===== config.mk =====
export PLATFORM = sky130hd
export DESIGN_NAME = csv_line_alert_filter
export DESIGN_NICKNAME = d
export VERILOG_FILES = /design/src/design/csvlaf_pkg.sv /design/src/design/csvlaf_cfg.sv /design/src/design/csvlaf_scan.sv /design/src/design/csv_line_alert_filter.sv
export VERILOG_INCLUDE_DIRS = /design/src /design/src/design
export SDC_FILE = /design/constraint.sdc
export NUM_CORES = 1
export LEC_CHECK = 0
export ABC_CLOCK_PERIOD_IN_PS = 3500
export BUFFER_PORTS_ARGS = -buffer_cell sky130_fd_sc_hd__buf_4
export CAP_MARGIN = 40
export CORE_ASPECT_RATIO = 0.75
export CORE_UTILIZATION = 35
export DETAILED_ROUTE_END_ITERATION = 8
export SLEW_MARGIN = 40
export SYNTH_ARGS = -nofsm -noshare
export SYNTH_HDL_FRONTEND = slang
export SYNTH_SLANG_ARGS = --single-unit
export TNS_END_PERCENT = 30

===== constraint.sdc =====
create_clock -name clk -period 3.5 [get_ports clk]
set_clock_uncertainty 0.2 [all_clocks]
set_input_delay 1.05 -clock clk [delete_from_list [all_inputs] [get_ports clk]]
set_output_delay 1.05 -clock clk [all_outputs]
set_load 0.05 [all_outputs]

===== src/design/csv_line_alert_filter_defines.svh =====
// Assertion macros used by the filter's top module.
`ifndef CSV_LINE_ALERT_FILTER_DEFINES_SVH
`define CSV_LINE_ALERT_FILTER_DEFINES_SVH

`ifndef ASSERT_OFF
// Checked on every rising edge, ignored while reset is asserted
`define CSVLAF_ASSERT(name, clk, rst_n, prop) \
	name: assert property (@(posedge clk) disable iff (!rst_n) prop) \
		else $error("%m: %s failed", "name");
// Checked on every rising edge, reset included
`define CSVLAF_ASSERT_ALWAYS(name, clk, prop) \
	name: assert property (@(posedge clk) prop) \
		else $error("%m: %s failed", "name");
`else
`define CSVLAF_ASSERT(name, clk, rst_n, prop)
`define CSVLAF_ASSERT_ALWAYS(name, clk, prop)
`endif

`endif


===== src/design/csvlaf_pkg.sv =====
package csvlaf_pkg;

	// Default sizing
	localparam int DEF_MAX_COLUMNS = 64;
	localparam int DEF_COUNT_WIDTH = 16;

	// Configuration register indexes
	localparam logic [2:0] REG_STATUS_COL   = 3'd0;
	localparam logic [2:0] REG_LABEL_COL    = 3'd1;
	localparam logic [2:0] REG_ATTEMPTS_COL = 3'd2;
	localparam logic [2:0] REG_COMMENT_COL  = 3'd3;
	localparam logic [2:0] REG_THRESHOLD    = 3'd4;

	// Register reset values
	localparam logic [6:0]  COL_ABSENT    = 7'h7F;
	localparam logic [15:0] THRESHOLD_RST = 16'd5;

	// Special bytes
	localparam logic [7:0] CH_NEWLINE = 8'd10;
	localparam logic [7:0] CH_COMMA   = 8'd44;
	localparam logic [7:0] CH_ZERO    = 8'h30;
	localparam logic [7:0] CH_NINE    = 8'h39;
	localparam logic [7:0] CH_UPPER_A = 8'h41;
	localparam logic [7:0] CH_UPPER_Z = 8'h5A;

	// Reason codes
	localparam logic [2:0] RSN_NONE     = 3'd0;
	localparam logic [2:0] RSN_STATUS   = 3'd1;
	localparam logic [2:0] RSN_LABEL    = 3'd2;
	localparam logic [2:0] RSN_ATTEMPTS = 3'd3;
	localparam logic [2:0] RSN_COMMENT  = 3'd4;

	// Attempts digit run tracking
	localparam logic [1:0] DIG_NONE = 2'd0;
	localparam logic [1:0] DIG_RUN  = 2'd1;
	localparam logic [1:0] DIG_DONE = 2'd2;

	// Exact words, six letters each
	localparam int WORD_LEN = 6;
	localparam logic [7:0] STATUS_WORD [WORD_LEN] = '{"f", "a", "i", "l", "e", "d"};
	localparam logic [7:0] LABEL_WORD  [WORD_LEN] = '{"n", "o", "r", "m", "a", "l"};

	// Comment keywords, padded with zeros
	localparam int NUM_KW    = 4;
	localparam int KW_MAXLEN = 9;
	localparam logic [7:0] KW_TEXT [NUM_KW][KW_MAXLEN] = '{
		'{"b", "r", "u", "t", "e", 8'h00, 8'h00, 8'h00, 8'h00},
		'{"s", "c", "a", "n", 8'h00, 8'h00, 8'h00, 8'h00, 8'h00},
		'{"g", "e", "o", 8'h00, 8'h00, 8'h00, 8'h00, 8'h00, 8'h00},
		'{"p", "r", "i", "v", "i", "l", "e", "g", "e"}
	};
	localparam logic [3:0] KW_LEN [NUM_KW] = '{4'd5, 4'd4, 4'd3, 4'd9};

	// Register set seen by the scanner
	typedef struct packed {
		logic [6:0]  status_col;
		logic [6:0]  label_col;
		logic [6:0]  attempts_col;
		logic [6:0]  comment_col;
		logic [15:0] threshold;
	} cfg_t;

	// Line verdict from the scanner
	typedef struct packed {
		logic       valid;
		logic       suspicious;
		logic [2:0] reason;
	} res_t;

endpackage


===== src/design/csvlaf_cfg.sv =====
module csvlaf_cfg (
	input  logic               clk,
	input  logic               arst_n,
	input  logic               psel,
	input  logic               penable,
	input  logic               pwrite,
	input  logic [4:0]         paddr,
	input  logic [31:0]        pwdata,
	output logic [31:0]        prdata,
	output logic               pready,
	output csvlaf_pkg::cfg_t   cfg
);
	import csvlaf_pkg::*;

	cfg_t       cfg_q;
	logic       wr_en;
	logic [2:0] idx;

	assign pready = 1'b1;
	assign wr_en  = psel && penable && pwrite;
	assign idx    = paddr[4:2];
	assign cfg    = cfg_q;

	// Register writes
	always_ff @(posedge clk or negedge arst_n) begin
		if (!arst_n) begin
			cfg_q.status_col   <= COL_ABSENT;
			cfg_q.label_col    <= COL_ABSENT;
			cfg_q.attempts_col <= COL_ABSENT;
			cfg_q.comment_col  <= COL_ABSENT;
			cfg_q.threshold    <= THRESHOLD_RST;
		end else if (wr_en) begin
			unique case (idx)
				REG_STATUS_COL:   cfg_q.status_col   <= pwdata[6:0];
				REG_LABEL_COL:    cfg_q.label_col    <= pwdata[6:0];
				REG_ATTEMPTS_COL: cfg_q.attempts_col <= pwdata[6:0];
				REG_COMMENT_COL:  cfg_q.comment_col  <= pwdata[6:0];
				REG_THRESHOLD:    cfg_q.threshold    <= pwdata[15:0];
				default: ;
			endcase
		end
	end

	// Read back
	always_comb begin
		unique case (idx)
			REG_STATUS_COL:   prdata = {25'd0, cfg_q.status_col};
			REG_LABEL_COL:    prdata = {25'd0, cfg_q.label_col};
			REG_ATTEMPTS_COL: prdata = {25'd0, cfg_q.attempts_col};
			REG_COMMENT_COL:  prdata = {25'd0, cfg_q.comment_col};
			REG_THRESHOLD:    prdata = {16'd0, cfg_q.threshold};
			default:          prdata = 32'd0;
		endcase
	end

endmodule


===== src/design/csvlaf_scan.sv =====
module csvlaf_scan #(
	parameter int MAX_COLUMNS = csvlaf_pkg::DEF_MAX_COLUMNS,
	parameter int COUNT_WIDTH = csvlaf_pkg::DEF_COUNT_WIDTH
) (
	input  logic              clk,
	input  logic              arst_n,
	input  logic              step,
	input  logic [7:0]        char_byte,
	input  csvlaf_pkg::cfg_t  cfg,
	output csvlaf_pkg::res_t  res
);
	import csvlaf_pkg::*;

	localparam int CNT_W = $clog2(MAX_COLUMNS + 1);
	localparam int CMP_W = (CNT_W > 6) ? CNT_W : 6;
	localparam int ATT_W = COUNT_WIDTH + 4;
	localparam int THR_W = (COUNT_WIDTH > 16) ? COUNT_WIDTH : 16;
	localparam logic [ATT_W-1:0] ATT_MAX = ATT_W'({COUNT_WIDTH{1'b1}});

	// Line state
	logic [CNT_W-1:0]       col_cnt_q, col_cnt_d;
	logic                   nonempty_q, nonempty_d;
	logic [2:0]             st_pos_q, st_pos_d;
	logic                   st_bad_q, st_bad_d;
	logic [2:0]             lb_pos_q, lb_pos_d;
	logic                   lb_bad_q, lb_bad_d;
	logic                   lb_bytes_q, lb_bytes_d;
	logic [COUNT_WIDTH-1:0] att_val_q, att_val_d;
	logic [1:0]             att_state_q, att_state_d;
	logic [3:0]             kw_pos_q [NUM_KW];
	logic [3:0]             kw_pos_d [NUM_KW];
	logic                   kw_hit_q, kw_hit_d;

	logic [7:0]       lc;
	logic             is_nl, is_comma, is_digit;
	logic             in_status, in_label, in_attempts, in_comment;
	logic [ATT_W-1:0] att_next;

	// Column select: negative index means the column is absent
	function automatic logic col_hit(input logic [6:0] col, input logic [CNT_W-1:0] cnt);
		return !col[6] && (CMP_W'(col[5:0]) == CMP_W'(cnt));
	endfunction

	// Letter of a six-letter word, zero past its end
	function automatic logic [7:0] word_at(input logic is_status, input logic [2:0] pos);
		logic [7:0] ch;
		ch = 8'd0;
		if (pos < 3'(WORD_LEN))
			ch = is_status ? STATUS_WORD[pos] : LABEL_WORD[pos];
		return ch;
	endfunction

	function automatic logic [7:0] kw_at(input int k, input logic [3:0] pos);
		logic [7:0] ch;
		ch = 8'd0;
		if (pos < 4'(KW_MAXLEN))
			ch = KW_TEXT[k][pos];
		return ch;
	endfunction

	// ASCII fold to lower case
	assign lc = (char_byte >= CH_UPPER_A && char_byte <= CH_UPPER_Z) ?
		(char_byte | 8'h20) : char_byte;

	assign is_nl    = (char_byte == CH_NEWLINE);
	assign is_comma = (char_byte == CH_COMMA);
	assign is_digit = (char_byte >= CH_ZERO) && (char_byte <= CH_NINE);

	assign in_status   = col_hit(cfg.status_col, col_cnt_q);
	assign in_label    = col_hit(cfg.label_col, col_cnt_q);
	assign in_attempts = col_hit(cfg.attempts_col, col_cnt_q);
	assign in_comment  = col_hit(cfg.comment_col, col_cnt_q);

	// value * 10 + digit
	assign att_next = (ATT_W'(att_val_q) << 3) + (ATT_W'(att_val_q) << 1) +
		ATT_W'(char_byte[3:0]);

	// Verdict at the end of a line, first reason that holds
	always_comb begin
		res.valid  = nonempty_q && is_nl;
		res.reason = RSN_NONE;
		if (!st_bad_q && st_pos_q == 3'(WORD_LEN))
			res.reason = RSN_STATUS;
		else if (lb_bytes_q && !(!lb_bad_q && lb_pos_q == 3'(WORD_LEN)))
			res.reason = RSN_LABEL;
		else if (!cfg.attempts_col[6] &&
				THR_W'(att_val_q) >= THR_W'(cfg.threshold))
			res.reason = RSN_ATTEMPTS;
		else if (kw_hit_q)
			res.reason = RSN_COMMENT;
		res.suspicious = (res.reason != RSN_NONE);
	end

	// Next line state
	always_comb begin
		logic [3:0] p;
		col_cnt_d   = col_cnt_q;
		nonempty_d  = nonempty_q;
		st_pos_d    = st_pos_q;
		st_bad_d    = st_bad_q;
		lb_pos_d    = lb_pos_q;
		lb_bad_d    = lb_bad_q;
		lb_bytes_d  = lb_bytes_q;
		att_val_d   = att_val_q;
		att_state_d = att_state_q;
		kw_pos_d    = kw_pos_q;
		kw_hit_d    = kw_hit_q;
		p           = 4'd0;

		if (is_nl) begin
			col_cnt_d   = '0;
			nonempty_d  = 1'b0;
			st_pos_d    = 3'd0;
			st_bad_d    = 1'b0;
			lb_pos_d    = 3'd0;
			lb_bad_d    = 1'b0;
			lb_bytes_d  = 1'b0;
			att_val_d   = '0;
			att_state_d = DIG_NONE;
			for (int k = 0; k < NUM_KW; k++)
				kw_pos_d[k] = 4'd0;
			kw_hit_d    = 1'b0;
		end else if (is_comma) begin
			nonempty_d = 1'b1;
			for (int k = 0; k < NUM_KW; k++)
				kw_pos_d[k] = 4'd0;
			if (col_cnt_q < CNT_W'(MAX_COLUMNS))
				col_cnt_d = col_cnt_q + 1'b1;
		end else begin
			nonempty_d = 1'b1;

			// status word
			if (in_status && !st_bad_q) begin
				if (st_pos_q < 3'(WORD_LEN) && lc == word_at(1'b1, st_pos_q))
					st_pos_d = st_pos_q + 3'd1;
				else
					st_bad_d = 1'b1;
			end

			// label word
			if (in_label) begin
				lb_bytes_d = 1'b1;
				if (!lb_bad_q) begin
					if (lb_pos_q < 3'(WORD_LEN) && lc == word_at(1'b0, lb_pos_q))
						lb_pos_d = lb_pos_q + 3'd1;
					else
						lb_bad_d = 1'b1;
				end
			end

			// first digit run, saturating
			if (in_attempts) begin
				if (is_digit && att_state_q != DIG_DONE) begin
					att_val_d   = (att_next > ATT_MAX) ? {COUNT_WIDTH{1'b1}} :
						att_next[COUNT_WIDTH-1:0];
					att_state_d = DIG_RUN;
				end else if (!is_digit && att_state_q == DIG_RUN) begin
					att_state_d = DIG_DONE;
				end
			end

			// keyword search; no keyword repeats its first letter
			if (in_comment) begin
				for (int k = 0; k < NUM_KW; k++) begin
					p = kw_pos_q[k];
					if (p < KW_LEN[k] && lc == kw_at(k, p))
						p = p + 4'd1;
					else
						p = (lc == KW_TEXT[k][0]) ? 4'd1 : 4'd0;
					if (p >= KW_LEN[k]) begin
						kw_hit_d = 1'b1;
						p = 4'd0;
					end
					kw_pos_d[k] = p;
				end
			end
		end
	end

	// State registers
	always_ff @(posedge clk or negedge arst_n) begin
		if (!arst_n) begin
			col_cnt_q   <= '0;
			nonempty_q  <= 1'b0;
			st_pos_q    <= 3'd0;
			st_bad_q    <= 1'b0;
			lb_pos_q    <= 3'd0;
			lb_bad_q    <= 1'b0;
			lb_bytes_q  <= 1'b0;
			att_val_q   <= '0;
			att_state_q <= DIG_NONE;
			for (int k = 0; k < NUM_KW; k++)
				kw_pos_q[k] <= 4'd0;
			kw_hit_q    <= 1'b0;
		end else if (step) begin
			col_cnt_q   <= col_cnt_d;
			nonempty_q  <= nonempty_d;
			st_pos_q    <= st_pos_d;
			st_bad_q    <= st_bad_d;
			lb_pos_q    <= lb_pos_d;
			lb_bad_q    <= lb_bad_d;
			lb_bytes_q  <= lb_bytes_d;
			att_val_q   <= att_val_d;
			att_state_q <= att_state_d;
			kw_pos_q    <= kw_pos_d;
			kw_hit_q    <= kw_hit_d;
		end
	end

endmodule


===== src/design/csv_line_alert_filter.sv =====
// CSV line alert filter.
// Input stream: one line byte per transaction on s_tdata[7:0]. A newline ends
// a line, a comma ends a column. Output stream: one transaction per finished
// non-empty line carrying the suspicious flag and the first reason found.
// Column indexes and the attempts threshold are set over the APB port and
// should only be changed while no line is in flight.
// Throughput: one byte per cycle unless a verdict finds the result register
// full, set by the update of the per-line match state in the scanner. A byte
// is scanned while it sits in the input register; a newline's verdict enters
// the result register (m_tvalid) as the newline leaves the input register.
// Reset clears the line state, empties both registers and returns every
// column index to absent and the threshold to 5.
// If the receiver stalls, the verdict is held while the bytes of the next
// line keep flowing; a newline that would give the next verdict waits in the
// input register and s_tready drops until m_tready returns, so no
// transaction is lost.
`include "csv_line_alert_filter_defines.svh"

module csv_line_alert_filter #(
	parameter int MAX_COLUMNS = csvlaf_pkg::DEF_MAX_COLUMNS,
	parameter int COUNT_WIDTH = csvlaf_pkg::DEF_COUNT_WIDTH
) (
	input  logic        clk,
	input  logic        arst_n,
	input  logic        s_tvalid,
	output logic        s_tready,
	input  logic [7:0]  s_tdata,   // [7:0] char_byte
	output logic        m_tvalid,
	input  logic        m_tready,
	output logic [7:0]  m_tdata,   // [0] suspicious, [3:1] reason, [7:4] zero
	input  logic        psel,
	input  logic        penable,
	input  logic        pwrite,
	input  logic [4:0]  paddr,
	input  logic [31:0] pwdata,
	output logic [31:0] prdata,
	output logic        pready
);
	import csvlaf_pkg::*;

	cfg_t       cfg;
	res_t       scan_res;
	logic       valid_s1;
	logic [7:0] byte_s1;
	logic       adv;
	logic       res_valid_q;
	logic       res_susp_q;
	logic [2:0] res_reason_q;

	// Register block
	csvlaf_cfg u_cfg (
		.clk     (clk),
		.arst_n  (arst_n),
		.psel    (psel),
		.penable (penable),
		.pwrite  (pwrite),
		.paddr   (paddr),
		.pwdata  (pwdata),
		.prdata  (prdata),
		.pready  (pready),
		.cfg     (cfg)
	);

	// Byte leaves the input register unless its verdict finds the result register full and not being taken
	assign adv      = valid_s1 && (!scan_res.valid || !res_valid_q || m_tready);
	assign s_tready = !valid_s1 || adv;

	// Input register
	always_ff @(posedge clk or negedge arst_n) begin
		if (!arst_n) begin
			valid_s1 <= 1'b0;
		end else if (s_tready) begin
			valid_s1 <= s_tvalid;
		end
	end

	always_ff @(posedge clk) begin
		if (s_tvalid && s_tready)
			byte_s1 <= s_tdata;
	end

	// Line scanner
	csvlaf_scan #(
		.MAX_COLUMNS (MAX_COLUMNS),
		.COUNT_WIDTH (COUNT_WIDTH)
	) u_scan (
		.clk       (clk),
		.arst_n    (arst_n),
		.step      (adv),
		.char_byte (byte_s1),
		.cfg       (cfg),
		.res       (scan_res)
	);

	// Result register
	always_ff @(posedge clk or negedge arst_n) begin
		if (!arst_n) begin
			res_valid_q <= 1'b0;
		end else if (adv && scan_res.valid) begin
			res_valid_q <= 1'b1;
		end else if (m_tready) begin
			res_valid_q <= 1'b0;
		end
	end

	always_ff @(posedge clk) begin
		if (adv && scan_res.valid) begin
			res_susp_q   <= scan_res.suspicious;
			res_reason_q <= scan_res.reason;
		end
	end

	assign m_tvalid = res_valid_q;
	assign m_tdata  = {4'd0, res_reason_q, res_susp_q};

	// Checks
	`CSVLAF_ASSERT(a_ready_when_empty, clk, arst_n, !valid_s1 |-> s_tready)
	`CSVLAF_ASSERT(a_verdict_from_newline, clk, arst_n,
		adv && scan_res.valid |-> byte_s1 == CH_NEWLINE)
	`CSVLAF_ASSERT(a_result_loaded_by_scan, clk, arst_n,
		$rose(res_valid_q) |-> $past(adv && scan_res.valid))
	`CSVLAF_ASSERT(a_flag_matches_reason, clk, arst_n,
		m_tvalid |-> (res_susp_q == (res_reason_q != RSN_NONE)) &&
		(res_reason_q <= RSN_COMMENT))
	`CSVLAF_ASSERT_ALWAYS(a_empty_in_reset, clk, !arst_n |-> !m_tvalid)

endmodule

; Word level (Yosys, flattened, before mapping)
; Memory sizes are Yosys's and may differ from the RTL's.
; Index checks and enable logic that the tools add are counted.
[word_totals]
reg_bits = 110
mem_count = 6
mem_bits_ro = 640
[op_classes]
n_reduce_logical = 68
n_eq_ne = 27
muxes = 114
n_addsub = 9
n_lt_le_gt_ge = 26
bitwise_logic = 6
[mem_list]
columns = memory, words, width, read_ports, rd_clocked_by_memory_dff, wr, line_no
row1 = (name not given), 16, 8, 1, 0, 0, csvlaf_scan.sv:57  ; ch = KW_TEXT[k][pos];
row2 = (name not given), 16, 8, 1, 0, 0, csvlaf_scan.sv:57
row3 = (name not given), 16, 8, 1, 0, 0, csvlaf_scan.sv:57
row4 = (name not given), 16, 8, 1, 0, 0, csvlaf_scan.sv:57
row5 = (name not given), 8, 8, 1, 0, 0, csvlaf_scan.sv:49  ; ch = is_status ? STATUS_WORD[pos] : LABEL_WORD[pos];
row6 = (name not given), 8, 8, 1, 0, 0, csvlaf_scan.sv:49
[ops]
columns = operator, count
row1 = $mux W8, 37
row2 = $mux W16, 8
row3 = $mux W4, 20
row4 = $pmux W16 S5, 1
row5 = $eq A8 B8 Y1, 6
row6 = $mux W3, 13
row7 = $eq A8 B7 Y1 const B, 4
row8 = $eq A6 B7 Y1, 4
row9 = $mux W1, 26
row10 = $logic_and A1 B1 Y1, 25
row11 = $mux W7, 3
row12 = $add A19 B17 Y20, 1
row13 = $add A20 B4 Y20, 1
row14 = $ge A5 B5 Y1 const B, 4
row15 = $gt A20 B16 Y1 const B, 1
row16 = $not A4 Y5, 4
row17 = $reduce_and A4 Y1, 5
row18 = $reduce_bool A2 Y1, 10
row19 = $add A4 B1 Y4 const B, 4
row20 = $ge A16 B16 Y1, 1
row21 = $lt A4 B4 Y1 const B, 4
row22 = $ge A4 B4 Y1 const B, 3
row23 = $reduce_and A2 Y1, 6
row24 = $logic_not A1 Y1, 11
row25 = other kinds (29), 48

; Logic depth before layout (Yosys ltp)
[depth]
depth_word = 22
depth_mapped = 11
ltp_nobuf = 10

; Cells and area by module
; A second synthesis with hierarchy kept.
[hier_totals]
cells_unflattened = 829
area_unflattened_um2 = 8226.6
[by_module_without_submodules]
columns = mod, seq_area_each_um2, instances, cells_per_inst, area_per_inst_um2
row1 = csvlaf_scan, 1301.2, 1, 637, 5464.0
row2 = csvlaf_cfg, 1138.6, 1, 164, 2254.7
row3 = csv_line_alert_filter, 410.4, 1, 28, 508.0

; Least setup slack after synthesis
; No wires, ideal clock.
[synth_timing]
path_type = input port to output port
start = in paddr[3]
end = out prdata[4]
path_slack_ns = -0.650
path_stages = 6
arrival_ns = 2.900
t_required_ns = 2.250
path_cell_list = clkbuf_1 clkbuf_1 mux2i_1 nor2_1 a21oi_1 o22ai_1
[synth_between]
elab_chain_len = 2
[synth_rtl]
columns = element, line_no
row1 = start: declaration, csv_line_alert_filter.sv:34  ; input logic [4:0] paddr,
row2 = $eq A3 B3 Y1 (tied with other cells), csvlaf_cfg.sv:46  ; unique case (idx)
row3 = $pmux W16 S5 (*), csvlaf_cfg.sv:46
row4 = end: declaration, csv_line_alert_filter.sv:36  ; output logic [31:0] prdata,
; Every way passes the cells marked *; elsewhere a longest branch is shown, timed or not.

; Final worst setup path
[layout_timing]
start = reg byte_s1[6]
end = out s_tready
[layout_between]
elab_chain_len = 7
[layout_rtl]
columns = element, line_no
row1 = start: declaration, csv_line_alert_filter.sv:44  ; logic [7:0] byte_s1;
row2 = start signal: assignment, csv_line_alert_filter.sv:79  ; byte_s1 <= s_tdata;
row3 = $eq A8 B4 Y1, csvlaf_scan.sv:65  ; assign is_nl = (char_byte == CH_NEWLINE);
row4 = $logic_and A1 B1 Y1, csvlaf_scan.sv:80  ; res.valid = nonempty_q && is_nl;
row5 = $logic_not A1 Y1, csv_line_alert_filter.sv:65  ; assign adv = valid_s1 && (!scan_res.valid || !res_valid_q || m_tready);
row6 = $logic_or A1 B1 Y1 (2 in series), csv_line_alert_filter.sv:65
row7 = $logic_and A1 B1 Y1, csv_line_alert_filter.sv:65
row8 = $logic_or A1 B1 Y1, csv_line_alert_filter.sv:66  ; assign s_tready = !valid_s1 || adv;
row9 = end: declaration, csv_line_alert_filter.sv:26  ; output logic s_tready,
; No other way between the ends.

==> results.cfg <==
[outcome]
status = finished, violations left
violations = setup timing

[cts]
worstSkewPairLatency_ns = 0.36
clk_pin_slew_ns = 0.08
clockRootBuffer = clkbuf_16
cts_sinks = 110
clockBufferDepth = 2
h-tree-depth = 3
cts_made_buffers = 9
cts_tree = done

[finish]
fin_nets = 1037
fin_util = 0.416
finalNonFillerCells = 1210
areaGrowthSynthToFinish_pct = 15.8
antennaDiodeCount = 0
fin_area_um2 = 9230
drive_gt1_frac = 0.226
nFillCells = 2167

[floorplanning]
start_util = 0.359
die_area_um2 = 23400
die_width_um = 176
num_io_pins = 95
core_um2 = 22200
rows = 47
die_y_um = 133

[routing]
first_pass_iters = 5
drc = 0
via_per_inst = 5.12
num_vias = 6200
routed_wl_mm = 19.2
avgRoutedWirePerCell_um = 15.9
ant_nets = 0
dr.first_iter.drc_count = 353

[yosys]
synth_mux_area_frac = 0.0689
ys_types = 75
synth_top_family_by_area = simple AND/OR/NAND/NOR gates
synthSimpleGateAreaFrac = 0.176
synthFlopType = dfrtp_1
synth_compound_area_frac = 0.153
yosysSeqAreaShare = 0.358
synth-adder-area-share = 0.118
synth_edf_count = 12
syn_avg_cell_area_um2 = 9.36
synth-xor-area-share = 0.0561
synth_warnings = 0
synthArstFlopShare = 0.891
netlist_instances = 851
synth_seq_cells = 110
netlist_area_um2 = 7970

[place]
dp_slack_ns = 0.0360
portBuffers = 55
place.gp.congestion = 0.860
dpl_cell_area_um2 = 8850
placed_cells = 1191
hpwl_mm = 14.6

[worst_setup_path]
crit_fanout = 3
end_kind = output pin
r2r_slack_ns = 0.20
start_kind = register
slowest_delay_ns = 0.57
cpMostUsedCell = or3_4
reg2reg_depth = 12
path_cells = or4_4 > or3_4 > or3_4 > buf_8
required_ns = 2.25
r2r-start = byte_s1[2]
path_class = register to output pin
cp.arrival_ns = 2.25
r2r-end = u_scan.att_val_q[5]
crit_slowest_cell = or4_4

[worst_hold_path]
min-delay-start = u_scan.kw_pos_q[11]
hold_path_depth = 1
whs_endpoint = u_scan.kw_pos_q[11]
hp-class = register to register

[global_routing]
grt_max_degree = 43
overflow = 0
grt_antenna_before_repair = 0
first_global_vias = 6024
grt_pass1_wl_mm = 31.7
gr-usage-all-layers = 0.170

[power_and_ir_drop]
power_mw = 4.08
power_frac_comb = 0.308
ir_worst_vdd_v = 0.000249
power.leakage_nw = 4.20
power.density_nw_per_um2 = 442
swShare = 0.361
p_sw_mw = 1.47
seq_power_share = 0.437
clockPowerShare = 0.255
p_int_mw = 2.61

[sta]
timing.hold.ws_ns = 0.297
fin_ws_ns = -0.00261
fmax_ghz = 0.286
min_period_ns = 3.50
tns_ns = -0.00261
finalCritPeriodShare = 1.00
maxSlewViolCount = 0
finalSetupViolCount = 1
rsz0062_at_grt = yes
tightest_slew_ns = 0.663
slew_headroom = 0.558
hold_viol_final = 0

[job]
drv_cap = 0
registers in the layout, summed over array words and instances, names as in the netlist:
name                cells
u_scan.att_val_q       16
u_cfg.cfg              44
u_scan.st_pos_q         3
u_scan.kw_hit_q         1
u_scan.lb_bad_q         1
u_scan.lb_bytes_q       1
u_scan.att_state_q      2
u_scan.kw_pos_q        16
res_reason_q            3
byte_s1                 8
res_susp_q              1
u_scan.col_cnt_q        7
valid_s1                1
u_scan.lb_pos_q         3
m_tvalid                1
u_scan.nonempty_q       1
u_scan.st_bad_q         1
worst max-delay path: cells and delay by family, from the launching register on:
family	cells	cell delay (ns)
buffers and inverters	1	0.16
DFF	1	0.40
and+or+nand+nor	3	1.34
cells by family (layout without fill, tap and decap cells):
kind of cell,Yosys count,after routing
adders and majority gates,74,74
and+or+nand+nor,266,266
xor gates and xnor gates,51,51
buffers and inverters,115,161
other,2,21
DFF,110,110
AOI/OAI and AO/OA,182,182
muxes,51,51
cell usage in the layout, fill, tap and decap left out, types with 21 or more instances in the layout:
cell      n
nor2_1   46
a21oi_1  33
mux2_2   30
nand3_1  22
o21ai_0  49
conb_1   21
nand2_1  67
xor2_1   25
buf_4    85
dfstp_2  30
inv_1    55
nor3_1   24
ha_1     72
dfrtp_1  68
xnor2_1  26
area by class of cell:
class	count	area (µm²)	share of cell area
timing repair buffer	90	709	0.0769
multi-input combinational	645	4790	0.519
clock buffer	9	225	0.0244
inverter	55	206	0.0224
sequential	110	2850	0.309
clock inverter	7	75.1	0.00814
tap	294	368	0.0399
synthesized netlist by cell type (all sizes together) (11+ instances only):
master	number	area [µm²]
ha	72	901
a21oi	35	175
mux2i	20	200
and2	22	138
o22ai	11	68.8
nand2	67	251
clkbuf	24	90.1
nor4	14	93.8
a22oi	12	110
dfstp	30	788
mux2	31	349
o21ai	51	267
nor2	46	173
xor2	25	219
nand3	22	110
buf	36	258
dfrtp	68	1700
xnor2	26	228
edfxtp	12	360
nor2b	12	75.1
nor3	25	130
inv	55	206
how the worst max path moves through the flow:
stage / from / to / slack [ns]
3_5_place_dp: byte_s1[3] / u_scan.att_val_q[5] / 0.04
3_3_place_gp: paddr[3] / prdata[14] / 0.05
4_1_cts: byte_s1[6] / s_tready / -0.04
6_report: byte_s1[6] / s_tready / -0.003
5_1_grt: byte_s1[6] / s_tready / -0.05
2_1_floorplan: paddr[2] / prdata[0] / 0.02
power by group through the flow:
stage	sequential, mW	combinational, mW	clock (mW)
global placement	1.80	1.22	0
finish	1.78	1.26	1.04
CTS	1.78	1.26	1.08
global route	1.82	1.41	1.12
detailed placement	1.80	1.25	0
floorplan	1.71	1.02	0
metal layers:
layer	track usage	vias to the layer above	wire [µm]
met1	0.266	2916	10300
met3	0.0305	16	933
li1	-	3128	-
met4	0.0362	0	182
met5	0	-	0
met2	0.239	140	7770
timing repair:
| action | in CTS | in global routing |
|---|---|---|
| pin swaps | 3 | 1 |
| setup buffers | 2 | 0 |
| gates cloned | 0 | 1 |
| endpoints found under the setup margin | 1 | 26 |
| hold buffers | 0 | 0 |
| resized for setup | 3 | 8 |
(Power assumes the default switching activity.)
